[src/hw/rtl/epc_div.sv]
// Restoring divider, one quotient bit a cycle, 64-bit dividend and 33-bit divisor.
// No dependencies on other files.
`timescale 1ns / 1ps
`default_nettype none
module epc_div (
    input  wire logic        i_clk,
    input  wire logic        i_rst_n,
    input  wire logic        i_start,
    input  wire logic [63:0] i_num,
    input  wire logic [32:0] i_den,
    output logic             o_done,
    output logic [63:0]      o_quot
);
    logic [63:0] r_q;
    logic [33:0] r_rem;
    logic [32:0] r_den;
    logic [6:0]  r_cnt;
    logic        r_busy;
    logic [33:0] w_sh;
    logic [34:0] w_diff;

    assign w_sh = {r_rem[32:0], r_q[63]};
    assign w_diff = {1'b0, w_sh} - {2'b0, r_den};

    // Shift-subtract iteration.
    always_ff @(posedge i_clk) begin
        if (!i_rst_n) begin
            r_busy <= 1'b0;
            o_done <= 1'b0;
        end else begin
            o_done <= r_busy && !i_start && (r_cnt == 7'd63);
            if (i_start) begin
                r_busy <= 1'b1;
                r_q <= i_num;
                r_rem <= '0;
                r_den <= i_den;
                r_cnt <= 7'd0;
            end else if (r_busy) begin
                if (!w_diff[34]) begin
                    r_rem <= w_diff[33:0];
                    r_q <= {r_q[62:0], 1'b1};
                end else begin
                    r_rem <= w_sh;
                    r_q <= {r_q[62:0], 1'b0};
                end
                r_cnt <= r_cnt + 7'd1;
                if (r_cnt == 7'd63) begin
                    r_busy <= 1'b0;
                end
            end
        end
    end
    assign o_quot = r_q;
endmodule
`default_nettype wire

[config.mk]
export PLATFORM = sky130hd
export DESIGN_NAME = epc_div
export DESIGN_NICKNAME = d
export VERILOG_FILES = /design/src/hw/rtl/epc_div.sv
export SDC_FILE = /design/constraint.sdc
export NUM_CORES = 1
export LEC_CHECK = 0
export ABC_AREA = 1
export CAP_MARGIN = 25
export CORE_UTILIZATION = 45
export DETAILED_ROUTE_END_ITERATION = 12
export DONT_BUFFER_PORTS = 1
export HOLD_SLACK_MARGIN = 0.1
export SLEW_MARGIN = 0
export SYNTH_ARGS = -nofsm -noshare
export SYNTH_HDL_FRONTEND = slang
export SYNTH_SLANG_ARGS = --single-unit
[constraint.sdc]
create_clock -name i_clk -period 6.5 [get_ports i_clk]
set_input_delay 0.975 -clock i_clk [delete_from_list [all_inputs] [get_ports i_clk]]
set_output_delay 0.975 -clock i_clk [all_outputs]
set_load 0.01 [all_outputs]
==> flow_summary.yaml <==
sta:
  post-route-period-util: 0.430
  slew_violations: 0
  hold_violations: 0
  finClkSkew_ps: 17.6
  fmaxAchievable_ghz: 0.358
  post-route-min-period_ps: 2790
  setup_ws_ps: 3710
  tightest_slew_ps: 734
  rsz0062_at_grt: "false"
  finalSetupTns_ps: 0
  slew_headroom: 0.511
  setup_violations: 0
floorplan:
  dieArea_um2: 19700
  die_width_um: 140
  pin_count: 165
  core_area_um2: 18800
  rows: 50
  dieHeight_um: 140
  start_util: 0.460
finish:
  area_growth_pct: 10.1
  finalNonFillerCells: 1378
  diodes: 0
  fin_nets: 1266
  n_fill_cell: 1861
  drive_gt1_frac: 0.0656
detailed_routing:
  finalWirelength_mm: 20.5
  detail_route.first_pass.iterations: 7
  wl_per_cell_um: 14.9
  via_per_inst: 4.88
  antenna_left: 0
  drt_iter0_drc: 432
  drc: 0
  vias: 6718
worst_setup_path:
  rrSetupSlack_ps: 3710
  crit_path_top_delay_cell: "edfxtp_1"
  reg2reg_depth: 14
  cp.buffers_inverters: 3
  cp_top_family: "simple AND/OR/NAND/NOR gates"
  worstPathRequired_ps: 6680
  cp-end-kind: "flip-flop"
  cp.arrival_ps: 2980
  cp_cell_sequence: "inv_1 -> ha_1 -> inv_1 -> fa_1 -> nand3_1 -> nand3_2 -> nand2_2 -> nand2_2 -> nand2_4 -> nand2_8 -> nand2_2 -> nand2_1 -> nand2_1 -> inv_1"
  critical_path_depth: 14
  path_max_fanout: 26
  critical_path_class: "reg -> reg"
  worstSetupStartpointType: "flip-flop"
  cpPeakStageDelay_ps: 490
clock_tree:
  htreeDepth: 4
  post_cts_buffers: 0
  cts_root_buf: "clkbuf_16"
  cts_sinks: 139
  clk_pin_slew_ps: 60
  cts-hold-fix-buffers: 0
  cts_made_buffers: 17
  clockBufferDepth: 2
  cts_tree: "done"
  cts.repair.resized: 0
  clock_latency_ps: 430
synthesis:
  synth_enable_flop_cells: 137
  synth.net_count: 1266
  avgSynthCellArea_um2: 7.63
  async_flop_share: 0
  syn_area_um2: 8630
  yosysTopAreaCell: "edfxtp_1"
  synth_cell_type_count: 36
  synth_seq_cells: 139
  yosys_most_used_dff: "edfxtp_1"
  yosysMostFrequentCell: "nand2_1"
  yosysWarningCount: 0
  synth_top_area_share: 0.477
  synth_area_leaders: "edfxtp_1 (48%), nand2_1 (22%), inv_1 (7.9%)"
  synth_commonest_cells: "nand2_1 (516), inv_1 (182), edfxtp_1 (137), nor2_1 (92)"
  ys_seq_area_frac: 0.481
  synth_cells: 1131
global_route:
  grt_pass1_vias: 6647
  antenna_found_initial: 0
  grt_max_degree: 102
  grt_use_total: 0.221
  grt_overflow: 0
  grt_pass1_wl_mm: 33.6
place:
  place_inst: 1345
  hpwl_mm: 15.0
  gp_congestion: 0.924
  detailedPlace.worstSlack_ps: 3670
  port_buffers: 0
power_and_ir_drop:
  p_leak_nw: 4.83
  max-vdd-ir-drop_v: 0.000186
  power_density_nw_per_um2: 292
run:
  cap_viol_max_count: 0
min_path:
  holdCritPathClass: "reg -> reg"
  worstHoldPathCells: 2
run_status:
  outcome: "complete, no violations"
-- registers in the layout, summed over array words and instances (netlist names) --
name / count
o_quot: 64
r_busy: 1
r_den: 33
o_done: 1
r_rem: 33
r_cnt: 7
-- area by class of cell --
type                            count  area [um2]  share of cell area
Clock inverter                     14         200              0.0211
Timing Repair Buffer                5        57.6             0.00606
Clock buffer                       18         429              0.0452
Multi-Input combinational cell    780        3650               0.385
Tap cell                          234         293              0.0308
Inverter                          188         711              0.0748
Sequential cell                   139        4150               0.437
-- final timing paths --
| check | from | to |
|---|---|---|
| worst max-delay path | o_quot[63] | r_rem[25] |
| worst min-delay path | r_busy | o_done |
| worst max register to register | o_quot[63] | r_rem[25] |
| worst min register to register | r_busy | o_done |
-- per-stage QoR --
stage / util / total power [mW] / instance area [um2] / hold WS, ps
2_1_floorplan: - / 1.62 / 8630 / 446
3_3_place_gp: 0.471 / 1.74 / 8840 / 511
3_5_place_dp: 0.471 / 1.75 / 8840 / 521
4_1_cts: 0.505 / 2.80 / 9470 / 532
5_1_grt: 0.506 / 2.93 / 9500 / 545
6_report: 0.506 / 2.77 / 9500 / 531
-- cells by family (layout without fill, tap and decap cells) --
family,after synthesis,after routing,synth area share
buffers and inverters,212,225,0.0963
adders and majority gates,35,35,0.0516
xor gates and xnor gates,16,16,0.0162
and+or+nand+nor,706,706,0.339
DFF,139,139,0.481
AOI/OAI and AO/OA,23,23,0.0157
-- where the power goes --
| group | leakage, nW | switching [mW] | internal [mW] |
|---|---|---|---|
| Sequential | 1.33 | 0.0532 | 1.08 |
| Clock | 0.305 | 0.425 | 0.622 |
| Combinational | 3.19 | 0.393 | 0.199 |
-- cells in the final DEF (no fill, tap or decap), types with 3 or more instances in the layout --
| cell | count |
|---|---|
| a21oi_1 | 16 |
| and2_1 | 4 |
| buf_4 | 4 |
| bufinv_16 | 3 |
| clkbuf_16 | 17 |
| edfxtp_1 | 137 |
| ha_1 | 34 |
| inv_1 | 181 |
| inv_2 | 6 |
| inv_6 | 6 |
| inv_8 | 3 |
| nand2_1 | 516 |
| nand2_2 | 8 |
| nand3_1 | 34 |
| nand3b_1 | 19 |
| nand4_1 | 8 |
| nor2_1 | 92 |
| nor2_2 | 13 |
| nor3_1 | 3 |
| xor2_1 | 15 |
-- per-layer routing --
layer	global-route usage	wire length (um)	up-vias
met5	0	0	-
met4	0.0669	289	0
met3	0.0756	1630	20
met1	0.269	8910	3024
met2	0.370	9710	185
li1	-	-	3489
-- tightest hold or removal path, stage by stage, from the launching register on --
cell and delay [ps]:
dfxtp_1 300, inv_1 110, nor3_1 70
Note: power is estimated with default switching activity, not from simulation.
