**config.mk**
```make
export PLATFORM = sky130hd
export DESIGN_NAME = epc_ring
export DESIGN_NICKNAME = d
export VERILOG_FILES = /design/src/hw/rtl/epc_pkg.sv /design/src/hw/rtl/epc_ring.sv
export SDC_FILE = /design/constraint.sdc
export NUM_CORES = 2
export LEC_CHECK = 0
export ABC_CLOCK_PERIOD_IN_PS = 6350
export BUFFER_PORTS_ARGS = -buffer_cell sky130_fd_sc_hd__buf_2
export CAP_MARGIN = 20
export CORE_MARGIN = 5
export CORE_UTILIZATION = 40
export DETAILED_ROUTE_END_ITERATION = 8
export GPL_TIMING_DRIVEN = 1
export PLACE_DENSITY = 0.54
export SYNTH_ARGS = -nofsm -noshare
export SYNTH_HDL_FRONTEND = slang
export SYNTH_SLANG_ARGS = --single-unit
```
**constraint.sdc**
```tcl
create_clock -name i_clk -period 6.35 [get_ports i_clk]
set_clock_uncertainty 0.1 [all_clocks]
set_input_delay 0.3175 -clock i_clk [delete_from_list [all_inputs] [get_ports i_clk]]
set_output_delay 0.3175 -clock i_clk [all_outputs]
set_load 0.05 [all_outputs]
```
**src/hw/rtl/epc_pkg.sv**
```systemverilog
// Shared types and constants for the event performance counter.
// No dependencies.
`timescale 1ns / 1ps
`default_nettype none
package epc_pkg;
    localparam int WINDOW_DEFAULT = 16;
    typedef enum logic [1:0] {
        MODE_INC  = 2'd0,
        MODE_DEC  = 2'd1,
        MODE_TIME = 2'd2,
        MODE_HIT  = 2'd3
    } t_mode;
endpackage
`default_nettype wire

```
**src/hw/rtl/epc_ring.sv**
```systemverilog
// One per-second bucket ring: a stamp/count memory with read-modify-write
// of one slot, a byte-wise slot reduction and a sequential scan that sums the live buckets.
// Uses epc_pkg.
`timescale 1ns / 1ps
`default_nettype none
module epc_ring #(
    parameter int WINDOW = epc_pkg::WINDOW_DEFAULT
) (
    input  wire logic        i_clk,
    input  wire logic        i_rst_n,
    input  wire logic        i_start,
    input  wire logic        i_upd,
    input  wire logic [15:0] i_amount,
    input  wire logic [31:0] i_now,
    output logic             o_done,
    output logic             o_clearing,
    output logic [37:0]      o_total,
    output logic [6:0]       o_live
);
    import epc_pkg::*;
    localparam int AW = $clog2(WINDOW);
    localparam int CW = $clog2(WINDOW + 1);
    localparam logic [31:0] WIN32 = 32'(WINDOW);
    localparam logic [AW:0] WIN_M = WIN32[AW:0];

    typedef enum logic [2:0] {S_IDLE, S_CLR, S_MOD, S_RD, S_WR, S_SCAN, S_LAST} t_state;

    logic [63:0] r_mem [WINDOW];
    logic [63:0] r_rdata;
    t_state      r_state;
    logic [CW-1:0] r_idx;
    logic [AW-1:0] r_slot;
    logic        r_upd;
    logic [31:0] r_now;
    logic [15:0] r_amt;
    logic [37:0] r_total;
    logic [6:0]  r_live;
    logic [31:0] r_digits;
    logic [1:0]  r_step;

    logic [AW-1:0] w_raddr;
    logic        w_we;
    logic [AW-1:0] w_waddr;
    logic [63:0] w_wdata;
    logic [31:0] w_age;
    logic [31:0] w_sum;
    logic [AW-1:0] w_shift_res [WINDOW];
    logic [AW-1:0] w_byte_res [256];
    logic [AW:0]   w_res_sum;
    logic [AW-1:0] w_res_next;

    // Constant residue tables: (r * 256) mod WINDOW and byte mod WINDOW.
    for (genvar g = 0; g < WINDOW; g++) begin : g_shift_res
        assign w_shift_res[g] = AW'((g * 256) % WINDOW);
    end
    for (genvar g = 0; g < 256; g++) begin : g_byte_res
        assign w_byte_res[g] = AW'(g % WINDOW);
    end

    // Slot number: now mod WINDOW, folded in one byte a cycle from the top byte down.
    assign w_res_sum = {1'b0, w_shift_res[r_slot]} + {1'b0, w_byte_res[r_digits[31:24]]};
    assign w_res_next = (w_res_sum >= WIN_M) ? AW'(w_res_sum - WIN_M) : w_res_sum[AW-1:0];

    always_comb begin
        w_raddr = r_idx[AW-1:0];
        if (r_state == S_RD) w_raddr = r_slot;
    end

    // Memory port: one read and one write a cycle.
    always_ff @(posedge i_clk) begin
        if (w_we) r_mem[w_waddr] <= w_wdata;
        r_rdata <= r_mem[w_raddr];
    end

    assign w_sum = (r_rdata[63:32] != r_now) ? {16'd0, r_amt}
                                             : r_rdata[31:0] + {16'd0, r_amt};
    assign w_age = r_now - r_rdata[63:32];

    always_comb begin
        w_we = 1'b0;
        w_waddr = r_slot;
        w_wdata = {r_now, w_sum};
        if (r_state == S_CLR) begin
            w_we = 1'b1;
            w_waddr = r_idx[AW-1:0];
            w_wdata = '0;
        end else if (r_state == S_WR && r_upd) begin
            w_we = 1'b1;
        end
    end

    // Sequencer: clear after reset, then reduce the slot, update it when i_upd is set and scan the ring.
    always_ff @(posedge i_clk) begin
        if (!i_rst_n) begin
            r_state <= S_CLR;
            r_idx   <= '0;
            o_done  <= 1'b0;
        end else begin
            o_done <= (r_state == S_LAST);
            unique case (r_state)
                S_CLR: begin
                    if (r_idx == CW'(WINDOW - 1)) begin
                        r_state <= S_IDLE;
                        r_idx <= '0;
                    end else r_idx <= r_idx + 1'b1;
                end
                S_IDLE: begin
                    if (i_start) begin
                        r_state <= S_MOD;
                        r_slot <= '0;
                        r_digits <= i_now;
                        r_step <= '0;
                        r_upd <= i_upd;
                        r_now <= i_now;
                        r_amt <= i_amount;
                    end
                end
                S_MOD: begin
                    r_slot <= w_res_next;
                    r_digits <= {r_digits[23:0], 8'd0};
                    r_step <= r_step + 2'd1;
                    if (r_step == 2'd3) r_state <= S_RD;
                end
                S_RD: r_state <= S_WR;
                S_WR: begin
                    r_state <= S_SCAN;
                    r_idx <= '0;
                    r_total <= '0;
                    r_live <= '0;
                end
                S_SCAN: begin
                    // r_rdata holds entry r_idx-1 except on the first scan cycle.
                    if (r_idx != '0 && w_age <= WIN32) begin
                        r_total <= r_total + {6'd0, r_rdata[31:0]};
                        r_live <= r_live + 7'd1;
                    end
                    if (r_idx == CW'(WINDOW)) r_state <= S_LAST;
                    else r_idx <= r_idx + 1'b1;
                end
                S_LAST: r_state <= S_IDLE;
                default: r_state <= S_IDLE;
            endcase
        end
    end

    assign o_clearing = (r_state == S_CLR);
    assign o_total = r_total;
    assign o_live  = r_live;
endmodule
`default_nettype wire

```
==> results_dict.tcl <==
set metrics [dict create \
    run_status "complete, no violations" \
    final_hold_viol_count 0 \
    die_h_um 368 \
    synth.distinct_cells 78 \
    htree_levels 4 \
    pwr-share-seq 0.443 \
    worst-endpoint-required_ps 6650 \
    r2r-start "r_now[18]" \
    crit_path_max_fanout 16 \
    tritoncts "built" \
    place_area_sq_mm 0.0539 \
    switching_power_uw 6540 \
    async_flop_share 0 \
    viasPerCell 5.48 \
    criticalPathCategory "reg2reg" \
    synth_area_sq_mm 0.0513 \
    leakagePower_uw 0.0200 \
    slew_violations 0 \
    cts.path.max_buffers 3 \
    cts_sinks 1213 \
    dieArea_sq_mm 0.136 \
    antenna_found_initial 7 \
    rsz0062_at_grt "no" \
    max_freq_mhz 221 \
    cts_root_buf "clkbuf_16" \
    internal_power_uw 15500 \
    fin_area_sq_mm 0.0589 \
    clkPwrFrac 0.342 \
    synth-seq-cells 1213 \
    worstSetupEndpointType "flop" \
    p_comb_frac 0.215 \
    fin_cells 5799 \
    core_area_sq_mm 0.128 \
    start_util 0.403 \
    grt_pass1_wl_um 197000 \
    final_cell_mix "edfxtp_1, nand2_1, a211oi_1" \
    grt_pass1_vias 30900 \
    worst_pin_slew_ps 1130 \
    drive_above_1_share 0.103 \
    yosysSeqAreaShare 0.695 \
    drc 0 \
    cp_data_arrival_time_ps 4830 \
    grt_max_degree 181 \
    nets 4167 \
    die_w_um 368 \
    syn_area_per_cell_sq_um 13.2 \
    synthFlopType "edfxtp_1" \
    max-slew-margin-rel 0.246 \
    drt_iter0_drc 2520 \
    worst_r2r_path_depth 8 \
    rows 131 \
    syn-instance-count 3902 \
    reg2reg_setup_slack_ps 1820 \
    cellPowerDensity_mw_per_mm2 374 \
    place_hpwl_um 71300 \
    fin_crit_sh 0.713 \
    setup-tns-final_ps 0 \
    placed_cells 5485 \
    yosysWarnings 0 \
    syn-num-nets 4042 \
    critPathLaunchType "flop" \
    gp_congestion 0.880 \
    io_pins 99 \
    maxCapViolations 0 \
    clk_latency_ps 750 \
    r2r_end "r_mem[3][8]" \
    min_period_ps 4530 \
    overflow 0 \
    num_vias 31800 \
    min_path_type "in2reg" \
    port-buffer-count 98 \
    switching_share 0.297 \
    mostFrequentLayoutCell "edfxtp_1" \
    cts_made_buffers 133 \
    path_clk_slew_ps 60 \
    whs_path_depth 2 \
    grtUsageTotal 0.191 \
    vdd_ir_drop_max_mv 0.210 \
    drt-pass1-iter-count 5 \
    holdPathEnd "r_amt[11]" \
    area_growth_pct 14.6 \
    setup_viol 0 \
    synth_edf_count 1140 \
    holdCritStartpoint "i_amount[11]" \
    drtAntennaViolNets 0 \
    routed_wl_um 132000 \
    wl_per_cell_um 22.8 \
]
[registers in the layout, indices dropped and copies added, names as in the netlist, 3 cells and up]
register / cells
r_rdata: 64
r_idx: 5
r_state: 3
r_amt: 16
r_digits: 16
r_mem: 1024
o_live: 7
r_slot: 4
o_total: 38
r_now: 32
[critical path, stage by stage (launching register included)]
cell and delay [ps]:
edfxtp_1 390, ha_1 500, nand2_1 190, nor4_2 400, nand2_1 220, or4_1 860, buf_4 310, or3b_1 370
a21oi_1 830
[synth_stat cells (5+ instances only)]
library cell / count / area share
nand3_1: 33 / 0.0032
ha_1: 86 / 0.021
a21o_1: 26 / 0.0038
a31oi_1: 137 / 0.017
and3_1: 20 / 0.0024
nand4_1: 14 / 0.0017
nand3b_1: 6 / 0.00088
o21a_1: 5 / 0.00073
a211oi_1: 332 / 0.049
xnor2_1: 45 / 0.0077
clkbuf_1: 223 / 0.016
a21oi_1: 217 / 0.021
and2_0: 15 / 0.0018
buf_1: 9 / 0.00066
nand2_1: 649 / 0.047
nor3_1: 26 / 0.0025
a311oi_1: 131 / 0.022
edfxtp_1: 1140 / 0.67
o21ai_0: 50 / 0.0049
xor2_1: 36 / 0.0061
or3_1: 7 / 0.00085
nor3b_1: 7 / 0.0010
buf_2: 16 / 0.0016
dfxtp_1: 73 / 0.028
o211ai_1: 5 / 0.00073
mux2i_1: 6 / 0.0012
nor2b_1: 48 / 0.0058
nor4_1: 12 / 0.0015
nor2_1: 119 / 0.0087
o21bai_1: 8 / 0.0012
o31ai_1: 6 / 0.00088
and2_1: 252 / 0.031
inv_1: 55 / 0.0040
nand2b_1: 13 / 0.0016
[repair_timing]
action                    CTS  global route
hold buffers               50             0
setup buffers               0             0
hold endpoints to repair   74             0
resized for setup           0             0
[power groups by stage]
| stage | Combinational (uW) | Sequential (uW) | Clock, uW |
|---|---|---|---|
| 2_1_floorplan | 3380 | 9800 | 0 |
| 3_3_place_gp | 4710 | 9900 | 0 |
| 3_5_place_dp | 4710 | 9910 | 0 |
| 4_1_cts | 4760 | 9740 | 7690 |
| 5_1_grt | 5260 | 9790 | 8010 |
| 6_report | 4730 | 9740 | 7520 |
[stage by stage]
stage / worst slack [ps] / hold WS, ps / utilization / power [uW]
finish: 1820 / 178 / 0.462 / 22000
global route: 1450 / 151 / 0.461 / 23100
CTS: 1780 / 113 / 0.460 / 22200
detailed placement: 1820 / 397 / 0.423 / 14600
global placement: 1900 / 389 / 0.423 / 14600
floorplan: 1270 / 316 / - / 13200
[routing by layer]
layer	track usage	up-vias	routed length, um
li1	-	15100	-
met1	0.251	15800	57600
met2	0.325	682	64900
met3	0.0312	173	6110
met4	0.0605	2	3570
met5	0	-	7
[final cells by class]
type	instances	area (sq um)
clock inverters	58	546
multi-input cells	2386	14700
diodes	3	7.51
inverters	55	206
well taps	1662	2080
clock buffers	184	3700
fillers	11300	68700
repair buffers	238	1920
flip-flops and latches	1213	35700
[kinds of logic after synthesis]
family,share of synthesized area
mux,0.00205
xor+xnor,0.0138
compound gates,0.130
fa+ha+maj,0.0217
buf+inv,0.0225
flops,0.695
simple gates,0.115
[worst max-delay path by stage]
stage	from	end	slack, ps	cells past startpoint
after floorplan	r_now[15]	o_live[0]	1270	12
after global placement	r_now[18]	r_mem[0][4]	1900	8
after detailed placement	r_now[18]	r_mem[2][4]	1820	8
after CTS	r_now[18]	r_mem[15][4]	1780	8
after global routing	r_amt[0]	r_mem[10][30]	1450	14
final	r_now[18]	r_mem[3][8]	1820	8
No activity file was read; power rests on OpenSTA's default activity.
